==> src/rtl/icc_pkg.sv <==
// Shared types, character codes and lookup functions for the identifier case converter.
// Used by icc_step, icc_result_queue, identifier_case_converter, icc_checker and the testbench; no dependencies.

package icc_pkg;

    localparam int unsigned RESULTS_MAX = 4;
    localparam int unsigned COUNT_W     = $clog2(RESULTS_MAX + 1);
    localparam int unsigned SLOT_W      = $clog2(RESULTS_MAX);

    localparam logic [1:0] CLS_LOWER = 2'd0;
    localparam logic [1:0] CLS_UPPER = 2'd1;
    localparam logic [1:0] CLS_DIGIT = 2'd2;
    localparam logic [1:0] CLS_OTHER = 2'd3;

    localparam logic [3:0] STY_CAMEL    = 4'd0;
    localparam logic [3:0] STY_PASCAL   = 4'd1;
    localparam logic [3:0] STY_SNAKE    = 4'd2;
    localparam logic [3:0] STY_KEBAB    = 4'd3;
    localparam logic [3:0] STY_CONSTANT = 4'd4;
    localparam logic [3:0] STY_DOT      = 4'd5;
    localparam logic [3:0] STY_CAPITAL  = 4'd6;
    localparam logic [3:0] STY_TRAIN    = 4'd7;
    localparam logic [3:0] STY_PATH     = 4'd8;
    localparam logic [3:0] STY_SENTENCE = 4'd9;
    localparam logic [3:0] STY_PLAIN    = 4'd10;

    localparam logic [1:0] XF_LOWER = 2'd0;
    localparam logic [1:0] XF_UPPER = 2'd1;
    localparam logic [1:0] XF_CAP   = 2'd2;

    localparam logic [6:0] CH_NONE       = 7'h00;
    localparam logic [6:0] CH_UNDERSCORE = 7'h5F;
    localparam logic [6:0] CH_DASH       = 7'h2D;
    localparam logic [6:0] CH_DOT        = 7'h2E;
    localparam logic [6:0] CH_SLASH      = 7'h2F;
    localparam logic [6:0] CH_SPACE      = 7'h20;
    localparam logic [6:0] CASE_DELTA    = 7'h20;

    typedef struct packed {
        logic       eos;
        logic       char_valid;
        logic [6:0] out_char;
    } t_result;

    typedef t_result [RESULTS_MAX-1:0] t_result_list;

    typedef struct packed {
        logic [6:0] held_char;
        logic       held_valid;
        logic       held_first;
        logic       in_word;
        logic       first_word;
        logic [1:0] prev_cls;
        logic [1:0] prev2_cls;
    } t_state;

    localparam t_state STATE_RESET = '{
        held_char:  7'd0,
        held_valid: 1'b0,
        held_first: 1'b0,
        in_word:    1'b0,
        first_word: 1'b1,
        prev_cls:   CLS_OTHER,
        prev2_cls:  CLS_OTHER
    };

    function automatic logic [1:0] classify(input logic [6:0] ch);
        logic [1:0] cls;
        if (ch >= 7'h61 && ch <= 7'h7A) begin
            cls = CLS_LOWER;
        end else if (ch >= 7'h41 && ch <= 7'h5A) begin
            cls = CLS_UPPER;
        end else if (ch >= 7'h30 && ch <= 7'h39) begin
            cls = CLS_DIGIT;
        end else begin
            cls = CLS_OTHER;
        end
        return cls;
    endfunction

    function automatic logic [6:0] sep_char(input logic [3:0] st);
        logic [6:0] sep;
        unique case (st)
            STY_SNAKE, STY_CONSTANT:              sep = CH_UNDERSCORE;
            STY_KEBAB, STY_TRAIN:                 sep = CH_DASH;
            STY_DOT:                              sep = CH_DOT;
            STY_PATH:                             sep = CH_SLASH;
            STY_CAPITAL, STY_SENTENCE, STY_PLAIN: sep = CH_SPACE;
            default:                              sep = CH_NONE;
        endcase
        return sep;
    endfunction

    function automatic logic [1:0] word_xform(input logic [3:0] st, input logic word0);
        logic [1:0] xf;
        unique case (st)
            STY_CAMEL:                          xf = word0 ? XF_LOWER : XF_CAP;
            STY_PASCAL, STY_CAPITAL, STY_TRAIN: xf = XF_CAP;
            STY_CONSTANT:                       xf = XF_UPPER;
            STY_SENTENCE:                       xf = word0 ? XF_CAP : XF_LOWER;
            default:                            xf = XF_LOWER;
        endcase
        return xf;
    endfunction

endpackage

==> src/rtl/icc_step.sv <==
// Word splitting and case mapping for one input character: next stream state and result list.
// Depends on icc_pkg.

module icc_step (
    input  logic [3:0]           i_style,
    input  icc_pkg::t_state      i_state,
    input  logic [6:0]           i_char,
    input  logic                 i_last,
    output icc_pkg::t_state      o_state,
    output icc_pkg::t_result_list o_list,
    output logic [icc_pkg::COUNT_W-1:0] o_count
);

    typedef struct packed {
        logic       has_pre;
        logic [6:0] pre;
        logic [6:0] chr;
    } t_emit;

    function automatic t_emit emit(input logic [3:0] st, input logic [6:0] ch,
                                   input logic first, input logic fwa);
        t_emit      e;
        logic [1:0] cls;
        logic [6:0] sep;
        logic [1:0] xf;
        logic       up;
        cls = icc_pkg::classify(ch);
        sep = icc_pkg::sep_char(st);
        e.has_pre = 1'b0;
        e.pre     = icc_pkg::CH_NONE;
        if (first && !fwa) begin
            if (sep != icc_pkg::CH_NONE) begin
                e.has_pre = 1'b1;
                e.pre     = sep;
            end else if ((st == icc_pkg::STY_CAMEL || st == icc_pkg::STY_PASCAL) &&
                         cls == icc_pkg::CLS_DIGIT) begin
                e.has_pre = 1'b1;
                e.pre     = icc_pkg::CH_UNDERSCORE;
            end
        end
        xf = icc_pkg::word_xform(st, fwa);
        up = (xf == icc_pkg::XF_UPPER) || (xf == icc_pkg::XF_CAP && first);
        if (up && cls == icc_pkg::CLS_LOWER) begin
            e.chr = ch - icc_pkg::CASE_DELTA;
        end else if (!up && cls == icc_pkg::CLS_UPPER) begin
            e.chr = ch + icc_pkg::CASE_DELTA;
        end else begin
            e.chr = ch;
        end
        return e;
    endfunction

    logic [3:0]                  st;
    logic [1:0]                  cc;
    icc_pkg::t_state             s;
    logic                        e1_first;
    logic                        e1_fwa;
    logic                        first;
    t_emit                       e1;
    t_emit                       e2;
    logic                        e2_en;
    icc_pkg::t_result_list       list;
    logic [icc_pkg::COUNT_W-1:0] n;
    logic [icc_pkg::COUNT_W-1:0] n_m1;

    always_comb begin
        st = (i_style > icc_pkg::STY_PLAIN) ? icc_pkg::STY_PLAIN : i_style;
        cc = icc_pkg::classify(i_char);
        s  = i_state;

        e1_first = s.held_first;
        e1_fwa   = s.first_word;
        first    = 1'b0;

        if (cc == icc_pkg::CLS_OTHER) begin
            if (s.in_word) begin
                s.first_word = 1'b0;
            end
            s.in_word   = 1'b0;
            s.prev_cls  = icc_pkg::CLS_OTHER;
            s.prev2_cls = icc_pkg::CLS_OTHER;
        end else if (!s.in_word) begin
            s.in_word   = 1'b1;
            first       = 1'b1;
            s.prev2_cls = icc_pkg::CLS_OTHER;
            s.prev_cls  = cc;
        end else if (s.prev2_cls == icc_pkg::CLS_UPPER && s.prev_cls == icc_pkg::CLS_UPPER &&
                     cc == icc_pkg::CLS_LOWER) begin
            // held upper opens the new word
            s.first_word = 1'b0;
            e1_first     = 1'b1;
            e1_fwa       = 1'b0;
            s.prev2_cls  = icc_pkg::CLS_UPPER;
            s.prev_cls   = icc_pkg::CLS_LOWER;
        end else if ((s.prev_cls == icc_pkg::CLS_LOWER || s.prev_cls == icc_pkg::CLS_DIGIT) &&
                     cc == icc_pkg::CLS_UPPER) begin
            s.first_word = 1'b0;
            first        = 1'b1;
            s.prev2_cls  = icc_pkg::CLS_OTHER;
            s.prev_cls   = icc_pkg::CLS_UPPER;
        end else begin
            s.prev2_cls = s.prev_cls;
            s.prev_cls  = cc;
        end

        e1 = emit(st, s.held_char, e1_first, e1_fwa);
        e2 = emit(st, i_char, first, s.first_word);
        e2_en = i_last && (cc != icc_pkg::CLS_OTHER);

        s.held_valid = (cc != icc_pkg::CLS_OTHER);
        if (cc != icc_pkg::CLS_OTHER) begin
            s.held_char  = i_char;
            s.held_first = first;
        end

        list = '0;
        n    = '0;
        if (i_state.held_valid) begin
            if (e1.has_pre) begin
                list[n[icc_pkg::SLOT_W-1:0]] = '{eos: 1'b0, char_valid: 1'b1, out_char: e1.pre};
                n = n + 1'b1;
            end
            list[n[icc_pkg::SLOT_W-1:0]] = '{eos: 1'b0, char_valid: 1'b1, out_char: e1.chr};
            n = n + 1'b1;
        end
        if (e2_en) begin
            if (e2.has_pre) begin
                list[n[icc_pkg::SLOT_W-1:0]] = '{eos: 1'b0, char_valid: 1'b1, out_char: e2.pre};
                n = n + 1'b1;
            end
            list[n[icc_pkg::SLOT_W-1:0]] = '{eos: 1'b0, char_valid: 1'b1, out_char: e2.chr};
            n = n + 1'b1;
        end

        n_m1 = n - 1'b1;
        if (i_last) begin
            if (n == '0) begin
                list[0] = '{eos: 1'b1, char_valid: 1'b0, out_char: icc_pkg::CH_NONE};
                n       = icc_pkg::COUNT_W'(1);
            end else begin
                list[n_m1[icc_pkg::SLOT_W-1:0]].eos = 1'b1;
            end
            s = icc_pkg::STATE_RESET;
        end

        o_state = s;
        o_list  = list;
        o_count = n;
    end

endmodule

==> src/rtl/icc_result_queue.sv <==
// Result register holding the result list of one character, drained one transaction a cycle while i_ready is high.
// Depends on icc_pkg.

module icc_result_queue (
    input  logic                        i_clk,
    input  logic                        i_rst_n,
    input  logic                        i_load,
    input  icc_pkg::t_result_list       i_list,
    input  logic [icc_pkg::COUNT_W-1:0] i_count,
    output logic                        o_free,
    output logic                        o_valid,
    input  logic                        i_ready,
    output icc_pkg::t_result            o_result,
    output logic [icc_pkg::COUNT_W-1:0] o_count
);

    icc_pkg::t_result_list       r_q;
    logic [icc_pkg::COUNT_W-1:0] r_cnt;
    logic [icc_pkg::SLOT_W-1:0]  r_rd;
    logic                        pop;

    assign o_valid  = (r_cnt != '0);
    assign pop      = o_valid && i_ready;
    assign o_free   = (r_cnt == '0) || ((r_cnt == 1'b1) && i_ready);
    assign o_result = r_q[r_rd];
    assign o_count  = r_cnt;

    always_ff @(posedge i_clk) begin
        if (!i_rst_n) begin
            r_cnt <= '0;
            r_rd  <= '0;
        end else if (i_load) begin
            r_cnt <= i_count;
            r_rd  <= '0;
        end else if (pop) begin
            r_cnt <= r_cnt - 1'b1;
            r_rd  <= r_rd + 1'b1;
        end
    end

    always_ff @(posedge i_clk) begin
        if (i_load) begin
            r_q <= i_list;
        end
    end

endmodule

==> src/rtl/identifier_case_converter.sv <==
// Top level of the identifier case converter: input register, stream state, style register.
// Depends on icc_pkg, icc_step and icc_result_queue.
//
//   channel  | direction | accepted when                 | carries
//   s_axis   | in        | tvalid & tready               | character, end of string
//   m_axis   | out       | tvalid & tready               | character, char flag, end of string
//   cfg      | in        | valid & ready (always ready)  | case style
//
// A character is taken into the input register, then converted combinationally into a list
// of zero to four results loaded into the result register, which sends one per cycle while the
// receiver is ready. Sustained rate is one character per cycle while each produces at most
// one result; a character with more results holds the result register until its last one leaves.
// Synchronous active-low reset returns the stream state to the start of a string.
// Input stalls only while the input register is full and the result register still drains.

module identifier_case_converter (
    input  logic       i_clk,
    input  logic       i_rst_n,
    input  logic       i_s_axis_tvalid,
    output logic       o_s_axis_tready,
    input  logic [7:0] i_s_axis_tdata,   // [6:0] in_char, [7] zero fill
    input  logic       i_s_axis_tlast,   // last_char
    output logic       o_m_axis_tvalid,
    input  logic       i_m_axis_tready,
    output logic [7:0] o_m_axis_tdata,   // [6:0] out_char, [7] zero fill
    output logic       o_m_axis_tuser,   // [0] char_valid
    output logic       o_m_axis_tlast,   // end_of_string
    input  logic       i_cfg_valid,
    output logic       o_cfg_ready,
    input  logic [3:0] i_cfg_data
);

    logic                        r_in_valid;
    logic [6:0]                  r_in_char;
    logic                        r_in_last;
    logic [3:0]                  r_style;
    icc_pkg::t_state             r_state;
    icc_pkg::t_state             n_state;
    icc_pkg::t_result_list       step_list;
    logic [icc_pkg::COUNT_W-1:0] step_count;
    logic [icc_pkg::COUNT_W-1:0] q_count;
    icc_pkg::t_result            q_result;
    logic                        q_free;
    logic                        load;
    logic                        in_accept;

    assign load            = r_in_valid && q_free;
    assign o_s_axis_tready = !r_in_valid || load;
    assign in_accept       = i_s_axis_tvalid && o_s_axis_tready;
    assign o_cfg_ready     = 1'b1;

    icc_step u_step (
        .i_style (r_style),
        .i_state (r_state),
        .i_char  (r_in_char),
        .i_last  (r_in_last),
        .o_state (n_state),
        .o_list  (step_list),
        .o_count (step_count)
    );

    icc_result_queue u_queue (
        .i_clk    (i_clk),
        .i_rst_n  (i_rst_n),
        .i_load   (load),
        .i_list   (step_list),
        .i_count  (step_count),
        .o_free   (q_free),
        .o_valid  (o_m_axis_tvalid),
        .i_ready  (i_m_axis_tready),
        .o_result (q_result),
        .o_count  (q_count)
    );

    assign o_m_axis_tdata = {1'b0, q_result.out_char};
    assign o_m_axis_tuser = q_result.char_valid;
    assign o_m_axis_tlast = q_result.eos;

    always_ff @(posedge i_clk) begin
        if (!i_rst_n) begin
            r_in_valid <= 1'b0;
            r_style    <= icc_pkg::STY_CAMEL;
            r_state    <= icc_pkg::STATE_RESET;
        end else begin
            if (in_accept) begin
                r_in_valid <= 1'b1;
            end else if (load) begin
                r_in_valid <= 1'b0;
            end
            if (i_cfg_valid && o_cfg_ready) begin
                r_style <= i_cfg_data;
            end
            if (load) begin
                r_state <= n_state;
            end
        end
    end

    always_ff @(posedge i_clk) begin
        if (in_accept) begin
            r_in_char <= i_s_axis_tdata[6:0];
            r_in_last <= i_s_axis_tlast;
        end
    end

`ifndef SYNTHESIS
    a_count_range: assert property (@(posedge i_clk) disable iff (!i_rst_n)
        q_count <= icc_pkg::COUNT_W'(icc_pkg::RESULTS_MAX))
        else $error("result count above list size");

    a_no_empty_result: assert property (@(posedge i_clk) disable iff (!i_rst_n)
        o_m_axis_tvalid |-> (o_m_axis_tuser || o_m_axis_tlast))
        else $error("result carries neither a character nor an end marker");

    a_eos_is_final: assert property (@(posedge i_clk) disable iff (!i_rst_n)
        (o_m_axis_tvalid && o_m_axis_tlast) |-> (q_count == 1'b1))
        else $error("end marker not on the final result of the list");

    a_state_cleared: assert property (@(posedge i_clk) disable iff (!i_rst_n)
        (load && r_in_last) |=> (!r_state.held_valid && !r_state.in_word &&
                                 r_state.first_word))
        else $error("stream state not cleared after end of string");
`endif

endmodule

==> config.mk <==
export PLATFORM = sky130hd
export DESIGN_NAME = identifier_case_converter
export DESIGN_NICKNAME = d
export VERILOG_FILES = /design/src/rtl/icc_pkg.sv /design/src/rtl/icc_step.sv /design/src/rtl/icc_result_queue.sv /design/src/rtl/identifier_case_converter.sv
export SDC_FILE = /design/constraint.sdc
export NUM_CORES = 1
export LEC_CHECK = 0
export ABC_AREA = 0
export ABC_CLOCK_PERIOD_IN_PS = 4400
export BUFFER_PORTS_ARGS = -buffer_cell sky130_fd_sc_hd__buf_2
export CAP_MARGIN = 10
export CORE_MARGIN = 3
export CORE_UTILIZATION = 45
export CTS_CLUSTER_SIZE = 25
export DETAILED_ROUTE_END_ITERATION = 12
export HOLD_SLACK_MARGIN = 0.03
export PLACE_DENSITY_LB_ADDON = 0.08
export SYNTH_ARGS = -nofsm -noshare
export SYNTH_HDL_FRONTEND = slang
export SYNTH_SLANG_ARGS = --single-unit
==> constraint.sdc <==
create_clock -name i_clk -period 4.4 [get_ports i_clk]
set_input_delay 0.44 -clock i_clk [delete_from_list [all_inputs] [get_ports i_clk]]
set_output_delay 0.44 -clock i_clk [all_outputs]
set_load 0.05 [all_outputs]
# Word-level counts from Yosys, hierarchy flattened

Memories as Yosys holds them, arrays and structs flattened.
Index checks and enable logic that the tools add are counted.

Latch bits: 0
Memories: 2
Bits in read-only memories: 224
Bits in registers: 69
Input port bits: 18
Output and inout port bits: 13
RAM bits: 0
Word-level logic and storage cells: 211

Memory list:

| name             | words | bits a word | rd ports | clocked after Yosys merged registers in | write ports | RTL line      | text |
|---|---|---|---|---|---|---|---|
| (name not given) | 16    | 7           | 1        | 0                                       | 0           | icc_pkg.sv:83 | `unique case (st)` |
| (name not given) | 16    | 7           | 1        | 0                                       | 0           | icc_pkg.sv:83 |  |

Equal/unequal tests: 19
Shifts and indexed selects: 0
Reduce and logical (&&, ||, !) cells: 54
$add $sub $neg: 10
Order comparisons: 22
Muxes and demuxes: 78
Bitwise operators: 1
Multipliers: 0
Div/mod/pow operators: 0

Operators with widths:

| kind                                                 | count |
|---|---|
| 2-to-1 mux 36 bit                                    | 5 |
| bitwise mux 36 bit                                   | 4 |
| demux 9 bit (select 2 bit)                           | 4 |
| 2-to-1 mux 9 bit                                     | 7 |
| 2-to-1 mux 8 bit                                     | 7 |
| 2-to-1 mux 7 bit                                     | 5 |
| >= comparator 7 bit (second input constant)          | 4 |
| <= comparator 7 bit (second input constant)          | 4 |
| logical AND 1 bit                                    | 28 |
| 2-to-1 mux 27 bit                                    | 1 |
| 2-to-1 mux 3 bit                                     | 9 |
| 2-to-1 mux 1 bit                                     | 19 |
| binary-select mux 9 bit (select 2 bit)               | 1 |
| 2-to-1 mux 2 bit                                     | 8 |
| case mux 2 bit (4 select lines)                      | 2 |
| < comparator 2 x 3 -> 1 bit (second input constant)  | 5 |
| 2-to-1 mux 15 bit                                    | 1 |
| adder 7 x 6 -> 7 bit (second input constant)         | 2 |
| >= comparator 7 x 6 -> 1 bit (second input constant) | 2 |
| <= comparator 7 x 6 -> 1 bit (second input constant) | 2 |
| nonzero test 7 bit                                   | 2 |
| subtractor 7 x 6 -> 7 bit (second input constant)    | 2 |
| equality test 2 x 1 -> 1 bit (second input constant) | 6 |
| equality test 2 bit (second input constant)          | 6 |
| 25 further kinds                                     | 48 |

# Depth between registers and ports, before layout

Gate-level depths: netlist (run 1).

Depth in word-level cells: 30
Depth in mapped cells: 19
Gate-level depth less buffers: 18

# Cells and area by module

From an unflattened synthesis (run 1), not the netlist that was laid out.

Cell total of the unflattened synthesis: 524
Area total of the unflattened synthesis: 4921.0 µm²

Modules (own cells, without submodules):

| module                    | cells an instance | seq. area each (µm²) | area each (µm²) | times used |
|---|---|---|---|---|
| icc_step                  | 340               | 0.0                  | 2240.9          | 1 |
| icc_result_queue          | 84                | 1181.1               | 1582.8          | 1 |
| identifier_case_converter | 100               | 640.6                | 1097.3          | 1 |

# Least setup slack after synthesis (run 1)

No wires, ideal clock.

Path kind: reg-to-reg
Start: register r_style[3]
End: register u_queue.r_q[24] (netlist bit) (data pin)
Period minus slack after synthesis: 3799 ps
Path buffers: 2
Data arrival time: 3668 ps
Path slack: 601 ps
Setup time: 131 ps
Required time: 4269 ps
Stages on the path, launching flop included: 19
Cell sequence: dfxtp_1 > clkbuf_1 > nand2_1 > nand2_1 > inv_1 > ha_1 > or2_2 > o32a_1 > nand2_1 > o31ai_4 > nor2_1 > xnor2_1 > inv_1 > ha_1 > clkbuf_1 > nor4_2 > nand3_1 > nor2_1 > a31o_1

Longest elaborated chain between the ends: 24
Elaborated cells on any way between the ends: 79
Those cells by class: 4 x add/sub; 7 x order compare; 9 x eq/ne; 36 x mux; 21 x reduce/logical; 2 x memory

Ends and longest elaborated chain:

| element                                                                      | RTL line                        | text |
|---|---|---|
| start: declaration                                                           | identifier_case_converter.sv:36 | `logic [3:0] r_style;` |
| start signal: assignment                                                     | identifier_case_converter.sv:82 | `r_style <= icc_pkg::STY_CAMEL;` |
| start signal: assignment                                                     | identifier_case_converter.sv:91 | `r_style <= i_cfg_data;` |
| > comparator 4 bit                                                           | icc_step.sv:67                  | `st = (i_style > icc_pkg::STY_PLAIN) ? icc_pkg::STY_PLAIN : i_style;` |
| 2-to-1 mux 4 bit (*)                                                         | icc_step.sv:67                  |  |
| parallel branches: the longest is 21 deep, another holds memory (16 x 7 bit) | --                              |  |
| 2-to-1 mux 36 bit (*)                                                        | icc_step.sv:136                 | `if (i_last) begin` |
| end signal: assignment                                                       | icc_result_queue.sv:43          | `r_q <= i_list;` |
| end: declaration                                                             | icc_result_queue.sv:17          | `icc_pkg::t_result_list r_q;` |

Every way passes the cells marked *. The select of a mux whose other input is x is not followed.
A chain may end at the register's enable or synchronous reset.

==> results of run 1 <==
-- stage by stage --
stage               worst slack [ns]  power, W  cell area [sq um]  hold slack [ns]  utilization [%]
floorplan                      0.601   0.00159               4410            0.464                -
global placement               0.612   0.00178               4690            0.477             50.0
detailed placement             0.531   0.00179               4690            0.479             50.0
CTS                            0.506   0.00231               4880            0.256             52.0
global route                   0.199   0.00242               4880            0.249             52.0
finish                         0.456   0.00229               4880            0.269             52.0
-- power by group --
group | switching [W] | internal, W
clock network | 0.000254 | 0.000262
logic | 0.000569 | 0.000276
registers | 0.000106 | 0.000827
-- critical path: stages (launching register included) --
cell,delay [ns]
edfxtp_1,0.62
nor4_2,0.38
nand4_1,0.16
a21o_1,0.32
o2bb2ai_1,0.42
inv_2,0.10
o31a_1,0.35
a21oi_1,0.33
inv_1,0.11
ha_1,0.23
nand2_1,0.33
o21ai_0,0.16
o22a_1,0.20
-- per-layer routing --
metal  part of all wire (%)  track usage, %  vias up  routed length, um
met1                     46            28.0     1714               4940
met5                      0               0        -                  0
li1                       -               -     1795                  -
met2                     46            32.3      140               4980
met3                    5.6            4.14       24                608
met4                    2.4            7.03        0                259
-- sequential cells by signal, indices dropped and copies added, names as in the netlist --
signal	cells
r_style	4
r_in_valid	1
r_in_char	7
u_queue.o_count	3
r_in_last	1
r_state	14
u_queue.r_rd	2
u_queue.r_q	36
-- synth_stat cells (4+ instances only) --
cell type and count:
nand2_1 43, inv_1 23, dfxtp_1 24, o21ai_1 6
a22oi_1 11, nor2_1 52, mux4_2 9, clkbuf_1 16
o31ai_1 4, o21a_1 6, edfxtp_1 44, nand2b_1 5
xnor2_1 5, or2_2 4, a211oi_1 4, nand3_1 8
nor2b_1 18, nor3_1 10, o21ai_0 26, a21oi_1 44
mux2i_1 6, buf_2 6, nor4_1 4, and3_1 10
a31oi_1 4, ha_1 19
-- final timing paths --
| kind | endpoint | slack (ns) | depth (start not counted) | startpoint |
|---|---|---|---|---|
| max | u_queue.r_q[15]$_DFFE_PP_ | 0.46 | 12 | r_in_char[3]$_DFFE_PP_ |
| min | r_in_char[4]$_DFFE_PP_ | 0.27 | 1 | i_s_axis_tdata[4] |
| max reg2reg | u_queue.r_q[15]$_DFFE_PP_ | 0.46 | 12 | r_in_char[3]$_DFFE_PP_ |
| min reg2reg | r_state[1]$_SDFFE_PN1P_ | 0.50 | 2 | r_state[1]$_SDFFE_PN1P_ |
-- cells by family after synthesis --
family / share of synthesized area, %
other cells: 0.171
xor+xnor: 1.39
flops: 40.9
fa+ha+maj: 5.40
buf+inv: 4.86
mux: 5.97
compound gates: 22.1
simple gates: 19.2
-- cell type report --
cell class              count  area (sq um)
inverters                  24          90.1
flip-flops and latches     68          1800
fillers                   895          4490
repair buffers             41           240
clock inverters             6          63.8
well taps                 129           161
clock buffers              10           128
multi-input cells         358          2390
==> impl_metrics.xml, run 1 <==
<?xml version="1.0" encoding="UTF-8"?>
<metrics>
  <group name="floorplanning">
    <metric name="die_x_extent" unit="um">105</metric>
    <metric name="floorplan.die_area" unit="sq um">11000</metric>
    <metric name="count_of_boundary_i_o_pins" unit="">31</metric>
    <metric name="core" unit="sq um">9370</metric>
    <metric name="floorplan.initialDensity" unit="%">47.0</metric>
    <metric name="die_height" unit="um">105</metric>
    <metric name="row_count" unit="">35</metric>
  </group>
  <group name="synthesis">
    <metric name="yosys_warnings" unit="">0</metric>
    <metric name="syn_area" unit="sq um">4400</metric>
    <metric name="yosys_register_bits" unit="">68</metric>
    <metric name="synth_cell_type_count" unit="">68</metric>
    <metric name="per_instance_average_area_after_synthesis" unit="sq um">9.25</metric>
    <metric name="post_synth_inst_count" unit="">476</metric>
    <metric name="synth_area_leader_cell" unit="">edfxtp_1</metric>
    <metric name="synth_async_sr_flop_share" unit="%">0</metric>
    <metric name="ys_top_cells_by_area" unit="">edfxtp_1 30%, dfxtp_1 11%, ha_1 5.4%</metric>
    <metric name="synth_top_flop_cell" unit="">edfxtp_1</metric>
    <metric name="share_of_synthesized_area_occupied_by_flip_flops_and_latches" unit="%">40.9</metric>
    <metric name="synth-edff-count" unit="">44</metric>
    <metric name="synthDominantCellAreaShare" unit="%">30.0</metric>
  </group>
  <group name="layout">
    <metric name="final_common_cell" unit="">nor2_1</metric>
    <metric name="drive_gt1_share" unit="%">17.2</metric>
    <metric name="stdcell_count" unit="">636</metric>
    <metric name="commonest_cells_after_routing_fill_and_taps_aside" unit="">52 x nor2_1, 44 x a21oi_1, 44 x edfxtp_1</metric>
    <metric name="syn_to_final_growth" unit="%">10.7</metric>
    <metric name="diodes" unit="">0</metric>
    <metric name="design.final.nets" unit="">539</metric>
  </group>
  <group name="clocking">
    <metric name="post-cts-setup-buffers" unit="">0</metric>
    <metric name="clkTransAtPathRegs" unit="ns">0.07</metric>
    <metric name="post_cts_hold_buffer_count" unit="">0</metric>
    <metric name="clkLatencyLatePin" unit="ns">0.35</metric>
    <metric name="cts_tree" unit="">yes</metric>
    <metric name="ctsLongestPathBuffers" unit="">2</metric>
    <metric name="cts-buffers-inserted" unit="">9</metric>
    <metric name="cts.sink_count" unit="">68</metric>
    <metric name="clockRootBuffer" unit="">clkbuf_8</metric>
    <metric name="cts_resized" unit="">0</metric>
    <metric name="cts-htree-levels" unit="">3</metric>
  </group>
  <group name="grt">
    <metric name="grt_overflow" unit="">0</metric>
    <metric name="number_of_global_route_vias_before_repair" unit="">3592</metric>
    <metric name="antenna_found_initial" unit="">0</metric>
    <metric name="first_pass_grt_wire_length" unit="um">18100</metric>
    <metric name="grt_start_max_net_pins" unit="">46</metric>
    <metric name="globalRouteTotalUtil" unit="%">20.4</metric>
  </group>
  <group name="sta">
    <metric name="tightestPinTransition" unit="ns">0.751</metric>
    <metric name="fmax" unit="GHz">0.254</metric>
    <metric name="slew_headroom" unit="%">49.7</metric>
    <metric name="worst_clock_skew" unit="ns">0.0123</metric>
    <metric name="grt_setup_unrepaired" unit="">no</metric>
    <metric name="final_hold_viol_count" unit="">0</metric>
    <metric name="report.final.setup_viol" unit="">0</metric>
    <metric name="setup-tns-final" unit="ns">0</metric>
    <metric name="period_share" unit="%">89.6</metric>
    <metric name="final_period_minus_worst_setup_slack" unit="ns">3.94</metric>
    <metric name="final-max-slew-violation-count" unit="">0</metric>
  </group>
  <group name="place">
    <metric name="placedCellCount" unit="">620</metric>
    <metric name="dpl.hpwl" unit="um">7890</metric>
    <metric name="gp_congestion" unit="">0.897</metric>
    <metric name="numPortBuffers" unit="">27</metric>
  </group>
  <group name="setup_path">
    <metric name="timing.critical_path.to_type" unit="">flop</metric>
    <metric name="critical_path_peak_fanout" unit="">13</metric>
    <metric name="criticalPathCategory" unit="">reg -&gt; reg</metric>
    <metric name="worst_setup_path_start_kind" unit="">flop</metric>
    <metric name="critical_path_required" unit="ns">4.50</metric>
    <metric name="wp_data_arrival" unit="ns">4.04</metric>
  </group>
  <group name="route">
    <metric name="number_of_detailed_route_iterations_in_the_first_pass" unit="">5</metric>
    <metric name="first_iter_violations" unit="">340</metric>
    <metric name="postRouteAntennaNets" unit="">0</metric>
    <metric name="via_count" unit="">3673</metric>
    <metric name="wirelength" unit="um">10800</metric>
    <metric name="wl_per_cell" unit="um">17.0</metric>
    <metric name="route.detailed.vias_per_inst" unit="">5.78</metric>
    <metric name="count_of_unresolved_drc_violations_after_routing" unit="">0</metric>
  </group>
  <group name="worst_hold_path">
    <metric name="hp-class" unit="">in -&gt; reg</metric>
  </group>
  <group name="power_and_ir_drop">
    <metric name="leakagePower" unit="nW">1.76</metric>
    <metric name="vdd_drop_max" unit="mV">0.330</metric>
    <metric name="power_density" unit="nW/um^2">470</metric>
  </group>
  <group name="flow_run">
    <metric name="max_capacitance_violation_total" unit="">0</metric>
  </group>
  <group name="outcome">
    <metric name="result_of_the_run" unit="">completed</metric>
  </group>
</metrics>
(Power assumes the default switching activity.)
==> run 2, diff against run 1 <==
- PLACE_DENSITY: unset -> 0.59
- PLACE_DENSITY_LB_ADDON: 0.08 -> unset
- RECOVER_POWER: unset -> 25
- TNS_END_PERCENT: unset -> 5
==> impl_metrics.xml, run 2 (synthesis gave the netlist of run 1 again) <==
<?xml version="1.0" encoding="UTF-8"?>
<metrics>
  <group name="outcome">
    <metric name="result_of_the_run" unit="">finished with violations</metric>
    <metric name="failing_checks" unit="">capacitance limit, slew limit</metric>
  </group>
  <group name="sta">
    <metric name="grt_setup_unrepaired" unit="">no</metric>
    <metric name="setup-tns-final" unit="ns">0</metric>
    <metric name="slew_headroom" unit="%">-53.5</metric>
    <metric name="period_share" unit="%">90.6</metric>
    <metric name="fmax" unit="GHz">0.251</metric>
    <metric name="report.final.setup_viol" unit="">0</metric>
    <metric name="final-max-slew-violation-count" unit="">46</metric>
    <metric name="worst_clock_skew" unit="ns">0.00997</metric>
    <metric name="final_hold_viol_count" unit="">0</metric>
    <metric name="final_period_minus_worst_setup_slack" unit="ns">3.98</metric>
    <metric name="tightestPinTransition" unit="ns">2.30</metric>
  </group>
  <group name="layout">
    <metric name="largest_register_ff_count" unit="">36</metric>
    <metric name="largest_regs" unit="">u_queue.r_q x36, r_state x14, r_in_char x7</metric>
    <metric name="commonest_cells_after_routing_fill_and_taps_aside" unit="">52 x nor2_1, 44 x a21oi_1, 44 x edfxtp_1</metric>
    <metric name="registers.top_by_ff_count" unit="">u_queue.r_q</metric>
    <metric name="design.final.nets" unit="">542</metric>
    <metric name="fin_util" unit="%">52.7</metric>
    <metric name="fillCellCount" unit="">911</metric>
    <metric name="diodes" unit="">0</metric>
    <metric name="syn_to_final_growth" unit="%">12.2</metric>
    <metric name="drive_gt1_share" unit="%">17.3</metric>
    <metric name="final_common_cell" unit="">nor2_1</metric>
  </group>
  <group name="place">
    <metric name="dpl.hpwl" unit="um">8000</metric>
    <metric name="numPortBuffers" unit="">27</metric>
    <metric name="gp_congestion" unit="">0.942</metric>
  </group>
  <group name="floorplanning">
    <metric name="count_of_boundary_i_o_pins" unit="">31</metric>
    <metric name="die_x_extent" unit="um">105</metric>
    <metric name="floorplan.die_area" unit="sq um">11000</metric>
    <metric name="floorplan.initialDensity" unit="%">47.0</metric>
    <metric name="row_count" unit="">35</metric>
    <metric name="die_height" unit="um">105</metric>
    <metric name="core" unit="sq um">9370</metric>
  </group>
  <group name="clocking">
    <metric name="clkTransAtPathRegs" unit="ns">0.08</metric>
    <metric name="clockRootBuffer" unit="">clkbuf_8</metric>
    <metric name="cts-htree-levels" unit="">3</metric>
    <metric name="cts-buffers-inserted" unit="">9</metric>
    <metric name="cts_tree" unit="">yes</metric>
    <metric name="clkLatencyLatePin" unit="ns">0.36</metric>
    <metric name="cts.sink_count" unit="">68</metric>
    <metric name="post_cts_hold_buffer_count" unit="">0</metric>
    <metric name="cts_resized" unit="">0</metric>
    <metric name="post-cts-setup-buffers" unit="">0</metric>
    <metric name="ctsLongestPathBuffers" unit="">2</metric>
  </group>
  <group name="setup_path">
    <metric name="wp_data_arrival" unit="ns">4.22</metric>
    <metric name="library_cell_appearing_most_often_on_the_critical_path" unit="">nor2_1</metric>
    <metric name="critPathMaxStageDelay" unit="ns">0.61</metric>
    <metric name="critical_path_peak_fanout" unit="">12</metric>
    <metric name="worst_setup_path_start_kind" unit="">flop</metric>
    <metric name="crit_chain" unit="">or4_4 -&gt; nor2_2 -&gt; a21o_1 -&gt; o2bb2ai_1 -&gt; nand2_1 -&gt; o31ai_4 -&gt; nor2_1 -&gt; xnor2_1 -&gt; inv_1 -&gt; ha_1 -&gt; nor4_2 -&gt; nand3_1 -&gt; nor2_1 -&gt; a31o_1</metric>
    <metric name="criticalPathCategory" unit="">reg -&gt; reg</metric>
    <metric name="critical_path_required" unit="ns">4.63</metric>
    <metric name="critical_path_cell_with_the_highest_stage_delay" unit="">edfxtp_1</metric>
    <metric name="timing.critical_path.to_type" unit="">flop</metric>
  </group>
  <group name="power_and_ir_drop">
    <metric name="power_density" unit="nW/um^2">489</metric>
    <metric name="leakagePower" unit="nW">1.79</metric>
    <metric name="vdd_drop_max" unit="mV">0.292</metric>
  </group>
  <group name="route">
    <metric name="wirelength" unit="um">10900</metric>
    <metric name="route.detailed.vias_per_inst" unit="">5.79</metric>
    <metric name="first_iter_violations" unit="">248</metric>
    <metric name="via_count" unit="">3703</metric>
    <metric name="postRouteAntennaNets" unit="">0</metric>
    <metric name="count_of_unresolved_drc_violations_after_routing" unit="">0</metric>
    <metric name="number_of_detailed_route_iterations_in_the_first_pass" unit="">4</metric>
    <metric name="wl_per_cell" unit="um">17.1</metric>
  </group>
  <group name="grt">
    <metric name="grt_overflow" unit="">0</metric>
    <metric name="antenna_found_initial" unit="">0</metric>
    <metric name="globalRouteTotalUtil" unit="%">20.5</metric>
    <metric name="first_pass_grt_wire_length" unit="um">17800</metric>
    <metric name="grt_start_max_net_pins" unit="">46</metric>
    <metric name="number_of_global_route_vias_before_repair" unit="">3473</metric>
  </group>
  <group name="flow_run">
    <metric name="max_capacitance_violation_total" unit="">1</metric>
  </group>
  <group name="worst_hold_path">
    <metric name="hp-class" unit="">in -&gt; reg</metric>
  </group>
</metrics>
run 2: changes by cell type in the layout (fill, tap and decap cells not counted):
cell,previous run,this run
buf_4,14,16
inv_6,1,0
and2_0,0,1
buf_2,27,25
clkinv_1,1,0
clkinv_4,1,2
bufinv_16,1,3
clkbuf_1,1,4
and2_1,1,0
clkinvlp_4,1,0
run 2: power by group:
group	internal [W]	leakage, nW	switching (W)
combinational	0.000274	1.05	0.000583
clock	0.000377	0.120	0.000249
sequential	0.000833	0.617	0.0000981
run 2: layer usage:
layer	vias to the layer above	part of all wire [%]	global-route usage, %	wire length, um
met5	-	0	0	0
met4	0	2.8	8.81	300
met3	26	6.2	4.51	678
met2	131	46	32.0	5010
met1	1740	45	27.5	4920
li1	1806	-	-	-
run 2: cell type report:
class                           count  area [sq um]  share of cell area (%)
Inverter                           24          90.1                    1.82
Clock buffer                       10           128                    2.58
Tap cell                          129           161                    3.27
Multi-Input combinational cell    358          2390                    48.4
Timing Repair Buffer               44           256                    5.19
Sequential cell                    68          1800                    36.5
Clock inverter                      6           113                    2.28
run 2: metrics by stage:
| step | total power (W) | cell area [sq um] | worst slack [ns] | hold slack [ns] | cells |
|---|---|---|---|---|---|
| after global routing | 0.00256 | 4940 | 0.130 | 0.242 | 639 |
| after global placement | 0.00178 | 4710 | 0.550 | 0.479 | 623 |
| after detailed placement | 0.00180 | 4710 | 0.499 | 0.480 | 623 |
| after CTS | 0.00243 | 4950 | 0.478 | 0.244 | 639 |
| after floorplan | 0.00159 | 4410 | 0.601 | 0.464 | 477 |
| final | 0.00242 | 4940 | 0.415 | 0.255 | 639 |
run 2: path summary, 6_finish.rpt:
path,slack (ns),endpoint,cells past startpoint,startpoint
worst max-delay path,0.42,u_queue.r_q[24]$_SDFFCE_PN0P_,14,r_in_char[4]$_DFFE_PP_
worst min-delay path,0.26,r_in_char[5]$_DFFE_PP_,1,i_s_axis_tdata[5]
worst max register to register,0.42,u_queue.r_q[24]$_SDFFCE_PN0P_,14,r_in_char[4]$_DFFE_PP_
worst min register to register,0.50,r_state[1]$_SDFFE_PN1P_,2,r_state[1]$_SDFFE_PN1P_
run 2: critical path, delay by kind of cell (launching register included):
kind | cells | cell delay (ns)
fa+ha+maj | 1 | 0.23
compound gates | 4 | 0.73
xor+xnor | 1 | 0.18
flops | 1 | 0.61
simple gates | 7 | 2.01
buf+inv | 1 | 0.09
